## src/rtl/tsq_pkg.sv

```systemverilog
// ----------------------------------------------------------------------------
// tsq_pkg
// Types, codes and defaults for the two-stack queue.
// ----------------------------------------------------------------------------
package tsq_pkg;

   localparam int STACK_DEPTH_DEFAULT = 128;
   localparam int DATA_WIDTH_DEFAULT  = 32;
   localparam int VALUE_WIDTH         = 32;

   typedef enum logic {
      OP_PUSH = 1'b0,
      OP_POP  = 1'b1
   } op_type;

   typedef enum logic [1:0] {
      ST_OK    = 2'd0,
      ST_FULL  = 2'd1,
      ST_EMPTY = 2'd2
   } status_type;

   typedef struct packed {
      op_type                         operation;
      logic signed [VALUE_WIDTH-1:0]  push_value;
   } req_type;

   typedef struct packed {
      logic signed [VALUE_WIDTH-1:0]  pop_value;
      status_type                     status;
   } rsp_type;

   typedef struct packed {
      logic       push;
      logic       mv_rd;
      logic       mv_wr;
      logic       pop_rd;
      logic       res_ld;
      status_type res_status;
      logic       res_data;
      logic       rsp_ld;
   } cmd_type;

   typedef struct packed {
      logic in_empty;
      logic in_full;
      logic out_empty;
      logic rsp_free;
   } sts_type;

endpackage

```

## src/rtl/tsq_ctrl.sv

```systemverilog
// ----------------------------------------------------------------------------
// tsq_ctrl
// Sequencer: accepts a request, runs the stack transfer and the pop read,
// and hands the result to the output register.
// ----------------------------------------------------------------------------
module tsq_ctrl (
   input  logic              clock,
   input  logic              reset,
   input  logic              req_valid,
   output logic              req_stall,
   input  tsq_pkg::op_type   operation,
   input  tsq_pkg::sts_type  sts,
   output tsq_pkg::cmd_type  cmd
);

   typedef enum logic [1:0] {
      S_IDLE,
      S_MOVE,
      S_POP_RD,
      S_DONE
   } state_type;

   state_type state_ff, state_in;
   logic      pend_ff, pend_in;
   logic      accept;

   assign req_stall = (state_ff != S_IDLE);
   assign accept    = req_valid && (state_ff == S_IDLE);

   always_comb begin
      state_in       = state_ff;
      pend_in        = pend_ff;
      cmd            = '0;
      cmd.res_status = tsq_pkg::ST_OK;
      case (state_ff)
         S_IDLE: begin
            if (accept) begin
               cmd.res_ld = 1'b1;
               if (operation == tsq_pkg::OP_PUSH) begin
                  cmd.res_status = sts.in_full ? tsq_pkg::ST_FULL : tsq_pkg::ST_OK;
                  cmd.push       = !sts.in_full;
                  state_in       = S_DONE;
               end else if (!sts.out_empty) begin
                  cmd.pop_rd   = 1'b1;
                  cmd.res_data = 1'b1;
                  state_in     = S_DONE;
               end else if (sts.in_empty) begin
                  cmd.res_status = tsq_pkg::ST_EMPTY;
                  state_in       = S_DONE;
               end else begin
                  cmd.res_data = 1'b1;
                  pend_in      = 1'b0;
                  state_in     = S_MOVE;
               end
            end
         end
         S_MOVE: begin
            cmd.mv_wr = pend_ff;
            if (!sts.in_empty) begin
               cmd.mv_rd = 1'b1;
               pend_in   = 1'b1;
            end else begin
               pend_in = 1'b0;
               if (!pend_ff) begin
                  state_in = S_POP_RD;
               end
            end
         end
         S_POP_RD: begin
            cmd.pop_rd = 1'b1;
            state_in   = S_DONE;
         end
         S_DONE: begin
            if (sts.rsp_free) begin
               cmd.rsp_ld = 1'b1;
               state_in   = S_IDLE;
            end
         end
         default: begin
            state_in = S_IDLE;
         end
      endcase
   end

   always_ff @(posedge clock) begin
      if (reset) begin
         state_ff <= S_IDLE;
         pend_ff  <= 1'b0;
      end else begin
         state_ff <= state_in;
         pend_ff  <= pend_in;
      end
   end

endmodule

```

## config.mk

```make
export PLATFORM = sky130hd
export DESIGN_NAME = tsq_ctrl
export DESIGN_NICKNAME = d
export VERILOG_FILES = /design/src/rtl/tsq_pkg.sv /design/src/rtl/tsq_ctrl.sv
export SDC_FILE = /design/constraint.sdc
export NUM_CORES = 1
export LEC_CHECK = 0
export BUFFER_PORTS_ARGS = -buffer_cell sky130_fd_sc_hd__buf_2
export CAP_MARGIN = 20
export CORE_AREA = 8 8 45 47
export CTS_CLUSTER_DIAMETER = 100
export CTS_CLUSTER_SIZE = 24
export DETAILED_ROUTE_END_ITERATION = 10
export DIE_AREA = 0 0 53 55
export GPL_TIMING_DRIVEN = 0
export PLACE_DENSITY = 0.51
export SLEW_MARGIN = 20
export SYNTH_ARGS = -nofsm -noshare
export SYNTH_HDL_FRONTEND = slang
export SYNTH_SLANG_ARGS = --single-unit
```

## constraint.sdc

```tcl
create_clock -name clock -period 4.5 [get_ports clock]
set_clock_uncertainty 0.1 [all_clocks]
set_input_delay 0.9 -clock clock [delete_from_list [all_inputs] [get_ports clock]]
set_output_delay 0.9 -clock clock [all_outputs]
set_load 0.05 [all_outputs]
```

==> impl_metrics.yaml, run 1 <==
run_status:
  outcome: "completed"
clocking:
  cts_made_buffers: 3
  cts_resized: 0
  clkSinkCount: 3
  clockBufferDepth: 2
  clock_latency_ns: 0.23
  cts_tree: "yes"
  root_buffer: "clkbuf_4"
  postCtsSetupBuffers: 0
  htreeDepth: 1
  holdBufCountCts: 0
  clk_pin_slew_ns: 0.03
detailed_routing:
  wl_per_cell_microns: 10.82
  drtPass1Iterations: 5
  drc: 0
  avgViaCountPerCell: 4.518
  antenna_left: 0
  routed_wl_microns: 898
  vias: 375
  drtIter0Drc: 5
layout:
  area_growth_pct: 37.50
  drive_above_1_share_pct: 32.84
  nets: 81
  antenna_cells: 0
worst_setup_path:
  criticalPathCategory: "in2out"
  critPathLaunchType: "primary input"
  cpPeakStageDelay_ns: 0.30
  crit_buf_inv: 2
  endpoint_kind: "primary output"
  crit_path_cell_trace: "buf_2 > nand3_1 > o31ai_1 > buf_2"
  crit_required_ns: 3.50
  crit_slowest_cell: "buf_2"
  crit_fanout: 4
  crit_family: "buffers and inverters"
  crit_top_cell: "buf_2"
  worst-endpoint-arrival_ns: 1.64
flow_run:
  max_cap_viol_count: 0
power_and_ir_drop:
  total_power_uw: 287.9
  power_density_nw_per_um2: 597.7
  ir_drop_v: 0.0002162
  power_leakage_uw: 0.0002636
synthesis:
  ys_top_cells_by_area: "ha_1 18%, dfxtp_1 17%, nand2b_1 7.1%, mux2i_1 5.7%, inv_1 5.4%"
  synth_xor_xnor_area_share_pct: 0
  yosysTopAreaCell: "ha_1"
  synth_compound_area_share_pct: 10.71
  syn_avg_cell_area_sq_um: 7.616
  synth-adder-area-share_pct: 17.86
  synth_flop_cell: "dfxtp_1"
  synth_edf_count: 0
  synth_area_sq_um: 350.3
  muxShareOfSynthArea_pct: 5.714
  synth_seq_cells: 3
  synth_fp_nets: 59
  yosys_warnings: 0
  synth_top_family_by_area: "simple AND/OR/NAND/NOR gates"
  synthTopCellsByCount: "5 x ha_1, 5 x inv_1, 4 x nand2b_1"
  synth-seq-area-share_pct: 17.14
  synthArstFlopShare_pct: 0
  synthSimpleGateAreaFrac_pct: 40.00
  synth_top_area_share_pct: 17.86
  synth_cell_types: 23
  syn_inst: 46
place:
  hpwl_microns: 775.5
  io_buffers: 17
  pre_cts_slack_ns: 1.855
  gp_congestion: 0.7829
global_routing:
  grt_pass1_vias: 342
  grt_max_degree: 9
  grt_pass1_wl_microns: 1442
  grt_use_total_pct: 6.605
  antenna_found_initial: 0
  met3_usage_pct: 2.139
  grt-busiest-layer: "met2"
  met1_usage_pct: 7.727
  grtUsageMet2_pct: 10.35
  grt.overflow.total: 0
timing:
  finalSetupViolCount: 0
  period_minus_slack_ns: 2.639
  worstMarginPinSlew_ns: 0.5394
  rsz0062_at_grt: "false"
  max_freq_mhz: 379.0
  setup_ws_ns: 1.861
  slew_viol_final: 0
  fin_crit_sh_pct: 58.64
  tns_ns: 0
  relSlewSlack_pct: 64.04
  hold_violations: 0
floorplan:
  io_pins: 18
  rows: 14
  placeableCoreArea_sq_um: 1384
  die_x_microns: 53
  die_area_sq_um: 2915
  initial_core_util_pct: 25.32
  die_h_microns: 55
worst_hold_path:
  min_path_type: "reg2reg"
kinds of logic after synthesis:
family          Yosys count
buf+inv                   7
mux                       2
fa+ha+maj                 5
compound gates            5
flops                     3
simple gates             24
per-stage QoR:
step | utilization (%) | hold slack (ns) | instance area, sq um | instances
3_5_place_dp | 32.91 | 0.4098 | 455.4 | 79
5_1_grt | 34.81 | 0.4396 | 481.7 | 83
6_report | 34.81 | 0.4038 | 481.7 | 83
4_1_cts | 34.81 | 0.4126 | 481.7 | 83
3_3_place_gp | 32.91 | 0.4102 | 455.4 | 79
2_1_floorplan | - | 0.3807 | 350.3 | 46
cells in the final DEF (no fill, tap or decap):
cell	netlist	routed
buf_2	0	17
nor2_1	3	3
a21boi_0	1	1
o31ai_1	1	1
buf_4	1	1
ha_1	5	5
inv_2	1	1
and2_1	2	2
clkbuf_4	0	3
and4b_1	1	1
nand2_1	3	3
or4b_1	1	1
or3_1	1	1
inv_1	5	5
a21oi_1	1	1
mux2i_1	2	2
nor3_1	1	1
nand2b_1	4	4
clkbuf_1	0	1
o21bai_1	1	1
nor2b_1	3	3
nand3b_1	1	1
dfxtp_1	3	3
nor3b_1	1	1
nand3_1	3	3
a222oi_1	1	1
layout make-up:
class | count | area (sq um)
Buffer | 1 | 7.507
Clock buffer | 4 | 26.28
Fill cell | 164 | 902.1
Inverter | 6 | 22.52
Multi-Input combinational cell | 36 | 260.3
Sequential cell | 3 | 60.06
Tap cell | 16 | 20.02
Timing Repair Buffer | 17 | 85.08
path summary, 6_finish.rpt:
path          startpoint          end  slack [ns]  depth (start not counted)
max            req_valid       cmd[5]        1.86                          4
min          state_ff[1]  state_ff[1]        0.40                          2
max reg2reg  state_ff[0]      pend_ff        2.86                          5
min reg2reg  state_ff[1]  state_ff[1]        0.40                          2
report_power, final:
group	switching, uW	total (uW)	internal [uW]	leakage, uW
registers	8.10	44.8	36.7	0.0000248
clock network	11.9	44.9	33.1	0.0000150
logic	135	198	62.9	0.000224
total	155	288	133	0.000264
worst min-delay path, stage by stage (launching register included):
cell and delay (ns):
dfxtp_1 0.32, nand2b_1 0.07, mux2i_1 0.06
state kept, by name, indices dropped and copies added (netlist names):
signal / cells
state_ff: 2
pend_ff: 1
per-layer routing:
metal	wire length (microns)	part of all wire, %	up-vias
li1	-	-	198
met1	366	41	159
met2	395	44	18
met3	135	15	0
met4	0	0	0
met5	0	0	-
No activity file was read; power rests on OpenSTA's default activity.
==> run 2: changes to the inputs <==
--- a/config.mk
+++ b/config.mk
@@ -5,6 +5,7 @@
 export SDC_FILE = /design/constraint.sdc
 export NUM_CORES = 1
 export LEC_CHECK = 0
+export ABC_AREA = 1
 export BUFFER_PORTS_ARGS = -buffer_cell sky130_fd_sc_hd__buf_2
 export CAP_MARGIN = 20
 export CORE_AREA = 8 8 45 47
@@ -13,7 +14,7 @@
 export DETAILED_ROUTE_END_ITERATION = 10
 export DIE_AREA = 0 0 53 55
 export GPL_TIMING_DRIVEN = 0
-export PLACE_DENSITY = 0.51
+export PLACE_DENSITY = 0.55
 export SLEW_MARGIN = 20
 export SYNTH_ARGS = -nofsm -noshare
 export SYNTH_HDL_FRONTEND = slang
==> constraint.sdc (replaced) <==
create_clock -name clock -period 2.4 [get_ports clock]
set_clock_uncertainty 0.1 [all_clocks]
set_input_delay 0.48 -clock clock [delete_from_list [all_inputs] [get_ports clock]]
set_output_delay 0.48 -clock clock [all_outputs]
set_load 0.05 [all_outputs]
==> run 2 against run 1 <==
Compared with the run above:
- core utilization grew 2.4 points
- sequential power grew 110%
- die area is the same
- global-route usage grew 0.55 points
- via count grew 11%
- critical path depth grew 1
==> impl_metrics.yaml, run 2 <==
clocking:
  postCtsSetupBuffers: 0
  clkSinkCount: 3
  cts_resized: 0
  clk_pin_slew_ns: 0.04
  holdBufCountCts: 0
  clockBufferDepth: 2
  root_buffer: "clkbuf_4"
  htreeDepth: 1
  clock_latency_ns: 0.24
  cts_tree: "yes"
  cts_made_buffers: 3
global_routing:
  grt-busiest-layer: "met2"
  grt_pass1_wl_microns: 1614
  met1_usage_pct: 6.970
  grtUsageMet2_pct: 13.67
  antenna_found_initial: 0
  grt_use_total_pct: 7.151
  grt_pass1_vias: 423
  grt.overflow.total: 0
  grt_max_degree: 8
  met3_usage_pct: 3.209
floorplan:
  io_pins: 18
  placeableCoreArea_sq_um: 1384
  die_area_sq_um: 2915
  die_x_microns: 53
  die_h_microns: 55
  initial_core_util_pct: 27.31
  rows: 14
synthesis:
  synth-seq-area-share_pct: 15.89
  synthTopCellsByCount: "15 x nand2_1, 13 x inv_1, 12 x nor2_1, 5 x ha_1"
  syn_inst: 65
  syn_avg_cell_area_sq_um: 5.813
  ys_top_cells_by_area: "ha_1 17%, dfxtp_1 16%, nand2_1 15%, inv_1 13%, nor2_1 12%"
  synth_area_sq_um: 377.9
  synth_edf_count: 0
  yosys_warnings: 0
  synth_cell_types: 19
  synthArstFlopShare_pct: 0
  synth_top_area_share_pct: 16.56
  yosysTopAreaCell: "ha_1"
  synth_flop_cell: "dfxtp_1"
  synth_seq_cells: 3
  synth_fp_nets: 78
  synth.most_common_cell: "nand2_1"
place:
  place_area_sq_um: 488.0
  hpwl_microns: 765.4
  pre_cts_slack_ns: 0.4581
  io_buffers: 17
  placed_cells: 98
  gp_congestion: 0.7496
timing:
  worstMarginPinSlew_ns: 0.2542
  hold_slack_ns: 0.3988
  rsz0062_at_grt: "false"
  finalSetupViolCount: 0
  tns_ns: 0
  slew_viol_final: 0
  period_minus_slack_ns: 2.189
  setup_ws_ns: 0.2108
  fin_crit_sh_pct: 91.22
  relSlewSlack_pct: 83.17
  hold_violations: 0
  max_freq_mhz: 456.8
worst_setup_path:
  crit_fanout: 7
  worst-endpoint-arrival_ns: 1.61
  critPathLaunchType: "flip-flop"
  crit_required_ns: 1.82
  cpPeakStageDelay_ns: 0.33
  rrSetupSlack_ns: 0.93
  crit_slowest_cell: "dfxtp_1"
  endpoint_kind: "primary output"
  crit_path_cell_trace: "inv_1 > ha_1 > nand2_1 > o31ai_2 > buf_2"
  criticalPathCategory: "reg2out"
power_and_ir_drop:
  ir_drop_v: 0.0004390
  power_density_nw_per_um2: 1301
  p_int_uw: 283.9
  power_frac_seq_pct: 14.0
  power_leakage_uw: 0.0003335
  clockPowerShare_pct: 13.3
  p_sw_uw: 384.9
  comb_power_share_pct: 72.7
  p_sw_share_pct: 57.55
detailed_routing:
  avgViaCountPerCell: 4.069
  wl_per_cell_microns: 8.804
  drtIter0Drc: 5
  antenna_left: 0
  routed_wl_microns: 898
  vias: 415
  drtPass1Iterations: 2
  drc: 0
layout:
  antenna_cells: 0
  drive_above_1_share_pct: 33.72
  stdcell_count: 102
  fin_area_sq_um: 514.2
  top_regs: "state_ff: 2 flops, pend_ff: 1 flops"
  mostFrequentLayoutCell: "buf_2"
  largest_reg_flops: 2
  area_growth_pct: 36.09
  nets: 100
  final_cell_mix: "17 x buf_2, 15 x nand2_1, 13 x inv_1"
  top_register: "state_ff"
flow_run:
  max_cap_viol_count: 0
worst_hold_path:
  min_path_type: "reg2reg"
run_status:
  outcome: "completed"
==> run 2: per-layer routing <==
metal | up-vias | wire length [microns]
li1 | 233 | -
met1 | 177 | 387
met2 | 5 | 489
met3 | 0 | 21
met4 | 0 | 0
met5 | - | 0
==> run 2: power groups by stage <==
stage	sequential, uW	clock [uW]	combinational, uW
after floorplan	89.7	0	401
after global placement	94.0	0	487
after detailed placement	94.2	0	488
after CTS	94.6	92.0	491
after global routing	95.3	101	545
final	93.7	89.1	486
==> run 2: through the flow <==
step           util (%)  total power [uW]
3_3_place_gp      35.26             581.3
2_1_floorplan         -             490.3
5_1_grt           37.16             741.7
4_1_cts           37.16             677.2
3_5_place_dp      35.26             582.4
6_report          37.16             668.9
==> run 2: path summary, 6_finish.rpt <==
path,end,cells past startpoint,startpoint
max,cmd[5],5,state_ff[0]
min,pend_ff,2,pend_ff
min reg2reg,pend_ff,2,pend_ff
max reg2reg,state_ff[1],7,state_ff[0]
==> run 2: final cells by class <==
| cell class | count | area, sq um |
|---|---|---|
| clock buffer | 4 | 26.28 |
| sequential | 3 | 60.06 |
| tap | 16 | 20.02 |
| fill | 163 | 869.6 |
| timing repair buffer | 17 | 85.08 |
| multi-input combinational | 46 | 259.0 |
| inverter | 15 | 56.30 |
| buffer | 1 | 7.507 |
==> run 2: critical path: cells and delay by family (launching register included) <==
kind                       cells  cell delay, ns
AOI/OAI and AO/OA              1            0.21
adders and majority gates      1            0.30
buffers and inverters          2            0.41
DFF                            1            0.33
and+or+nand+nor                1            0.13
==> run 2: cells by family after synthesis <==
| logic type | after synthesis | share of synthesized area, % |
|---|---|---|
| simple gates | 37 | 43.71 |
| fa+ha+maj | 5 | 16.56 |
| flops | 3 | 15.89 |
| buf+inv | 16 | 16.89 |
| compound gates | 4 | 6.952 |
==> run 3: changes to the inputs <==
--- a/config.mk
+++ b/config.mk
@@ -5,7 +5,6 @@
 export SDC_FILE = /design/constraint.sdc
 export NUM_CORES = 1
 export LEC_CHECK = 0
-export ABC_AREA = 1
 export BUFFER_PORTS_ARGS = -buffer_cell sky130_fd_sc_hd__buf_2
 export CAP_MARGIN = 20
 export CORE_AREA = 8 8 45 47
@@ -14,7 +13,7 @@
 export DETAILED_ROUTE_END_ITERATION = 10
 export DIE_AREA = 0 0 53 55
 export GPL_TIMING_DRIVEN = 0
-export PLACE_DENSITY = 0.55
+export PLACE_DENSITY = 0.53
 export SLEW_MARGIN = 20
 export SYNTH_ARGS = -nofsm -noshare
 export SYNTH_HDL_FRONTEND = slang
==> run 3 against run 2 <==
Compared with the run above:
- first-iteration DRC count is 40% lower
- cell count down 19%
- largest power group unchanged
- setup slack got worse by 0.045 ns
- combinational power decreased by 22%
- sequential share of layout area grew 0.53 points
- power decreased by 18%
- core utilization fell by 1.6 points
- maximum frequency fell by 2.0%
==> impl_metrics.yaml, run 3 (synthesized netlist as in run 1, its figures left out) <==
run_status:
  outcome: "completed"
detailed_routing:
  wl_per_cell_microns: 10.63
  dr_wl_met3_microns: 119
  drtIter0Drc: 3
  vias: 363
  drc: 0
  drtPass1Iterations: 4
  wl_met2_microns: 396
  met1_length_microns: 366
  avgViaCountPerCell: 4.373
  antenna_left: 0
  routed.top_layer: "met3"
  routed_wl_microns: 882
floorplan:
  die_x_microns: 53
  io_pins: 18
  placeableCoreArea_sq_um: 1384
  die_h_microns: 55
  initial_core_util_pct: 25.32
  rows: 14
  die_area_sq_um: 2915
flow_run:
  max_cap_viol_count: 0
power_and_ir_drop:
  power_density_nw_per_um2: 1113
  comb_power_share_pct: 68.8
  p_int_uw: 251.9
  p_sw_share_pct: 53.99
  power_leakage_uw: 0.0002669
  p_sw_uw: 295.6
  power_frac_seq_pct: 15.5
  clockPowerShare_pct: 15.6
  ir_drop_v: 0.0003502
timing:
  relSlewSlack_pct: 64.15
  max_freq_mhz: 447.6
  worstMarginPinSlew_ns: 0.5378
  rsz0062_at_grt: "false"
  fin_crit_sh_pct: 93.09
  period_minus_slack_ns: 2.234
  tns_ns: 0
  slew_viol_final: 0
  hold_violations: 0
  finalSetupViolCount: 0
clocking:
  clk_pin_slew_ns: 0.04
  postCtsSetupBuffers: 0
  cts_resized: 0
  clkSinkCount: 3
  htreeDepth: 1
  root_buffer: "clkbuf_4"
  holdBufCountCts: 0
  clock_latency_ns: 0.23
  clockBufferDepth: 2
  cts_tree: "yes"
  cts_made_buffers: 3
worst_setup_path:
  rr_startpoint: "state_ff[0]"
  crit_path_end: "cmd[5]"
  crit_fanout: 8
  crit_required_ns: 1.82
  worst-endpoint-arrival_ns: 1.65
  critPathLaunchType: "flip-flop"
  rrSetupSlack_ns: 0.73
  endpoint_kind: "primary output"
  cpPeakStageDelay_ns: 0.33
  criticalPathCategory: "reg2out"
  crit_slowest_cell: "dfxtp_1"
  r2r_end: "pend_ff"
  worstRegToRegCells: 5
  crit_path_cell_trace: "inv_1 > ha_1 > nand3_1 > o31ai_2 > buf_2"
  crit_path_start: "state_ff[0]"
layout:
  mostFrequentLayoutCell: "buf_2"
  top_regs: "state_ff: 2 flops, pend_ff: 1 flops"
  drive_above_1_share_pct: 35.82
  nets: 81
  area_growth_pct: 40.36
  antenna_cells: 0
  stdcell_count: 83
  final_cell_mix: "17 x buf_2, 5 x inv_1, 5 x ha_1"
  top_register: "state_ff"
  largest_reg_flops: 2
global_routing:
  grt_pass1_wl_microns: 1366
  grt_max_degree: 9
  grt_pass1_vias: 339
  grt.overflow.total: 0
  grt_use_total_pct: 6.223
  antenna_found_initial: 0
worst_hold_path:
  min_path_type: "reg2reg"
place:
  io_buffers: 17
  hpwl_microns: 744.5
  gp_congestion: 0.7489
  placed_cells: 79
## run 3: changes by cell type in the layout (fill, tap and decap cells not counted), sizes merged, moves of 2 or more
cell,delta
nand2b,+4
nor2b,+3
o21ai,-2
inv,-8
nor2,-11
nand2,-15
and2,+2
mux2i,+2
## run 3: per-stage QoR
step                total power (uW)  util (%)  hold slack (ns)  setup slack (ns)  instance area, sq um
global route                   597.2     35.53           0.4826           0.02681                 491.7
CTS                            556.9     35.53           0.4139            0.1594                 491.7
floorplan                      383.1         -           0.3807           0.01206                 360.3
finish                         547.5     35.53           0.4057            0.1658                 491.7
detailed placement             466.2     33.63           0.4089            0.3992                 465.4
global placement               464.8     33.63           0.4066            0.4408                 465.4
## run 3: final cells by class
type	count	area, sq um
fillers	162	892.1
multi-input cells	36	270.3
repair buffers	17	85.08
flip-flops and latches	3	60.06
clock buffers	4	26.28
inverters	6	22.52
well taps	16	20.02
plain buffers	1	7.507
## run 3: worst min-delay path by stage
stage	slack [ns]	from	cells past startpoint	to
4_1_cts	0.41	state_ff[1]	2	state_ff[1]
3_3_place_gp	0.41	state_ff[0]	2	state_ff[0]
3_5_place_dp	0.41	state_ff[1]	2	state_ff[1]
5_1_grt	0.48	state_ff[0]	2	state_ff[0]
2_1_floorplan	0.38	state_ff[1]	2	state_ff[1]
6_report	0.41	state_ff[1]	2	state_ff[1]
## run 3: power by group through the flow
stage	combinational [uW]	sequential, uW	clock [uW]
2_1_floorplan	301	81.9	0
3_3_place_gp	380	84.7	0
3_5_place_dp	380	85.9	0
4_1_cts	381	85.0	90.7
5_1_grt	412	91.0	93.9
6_report	377	85.1	85.7
## run 3: layer usage
layer	vias up	track usage [%]
li1	196	-
met1	155	7.121
met2	12	9.766
met3	0	2.139
met4	0	3.879
met5	-	0
## run 3: critical path, delay by kind of cell, from the launching register on
family | cells | cell delay, ns
buffers and inverters | 2 | 0.41
AND/OR/NAND/NOR | 1 | 0.18
AO/OA/AOI/OAI | 1 | 0.19
adder cells (fa/ha/maj) | 1 | 0.31
flip-flops | 1 | 0.33
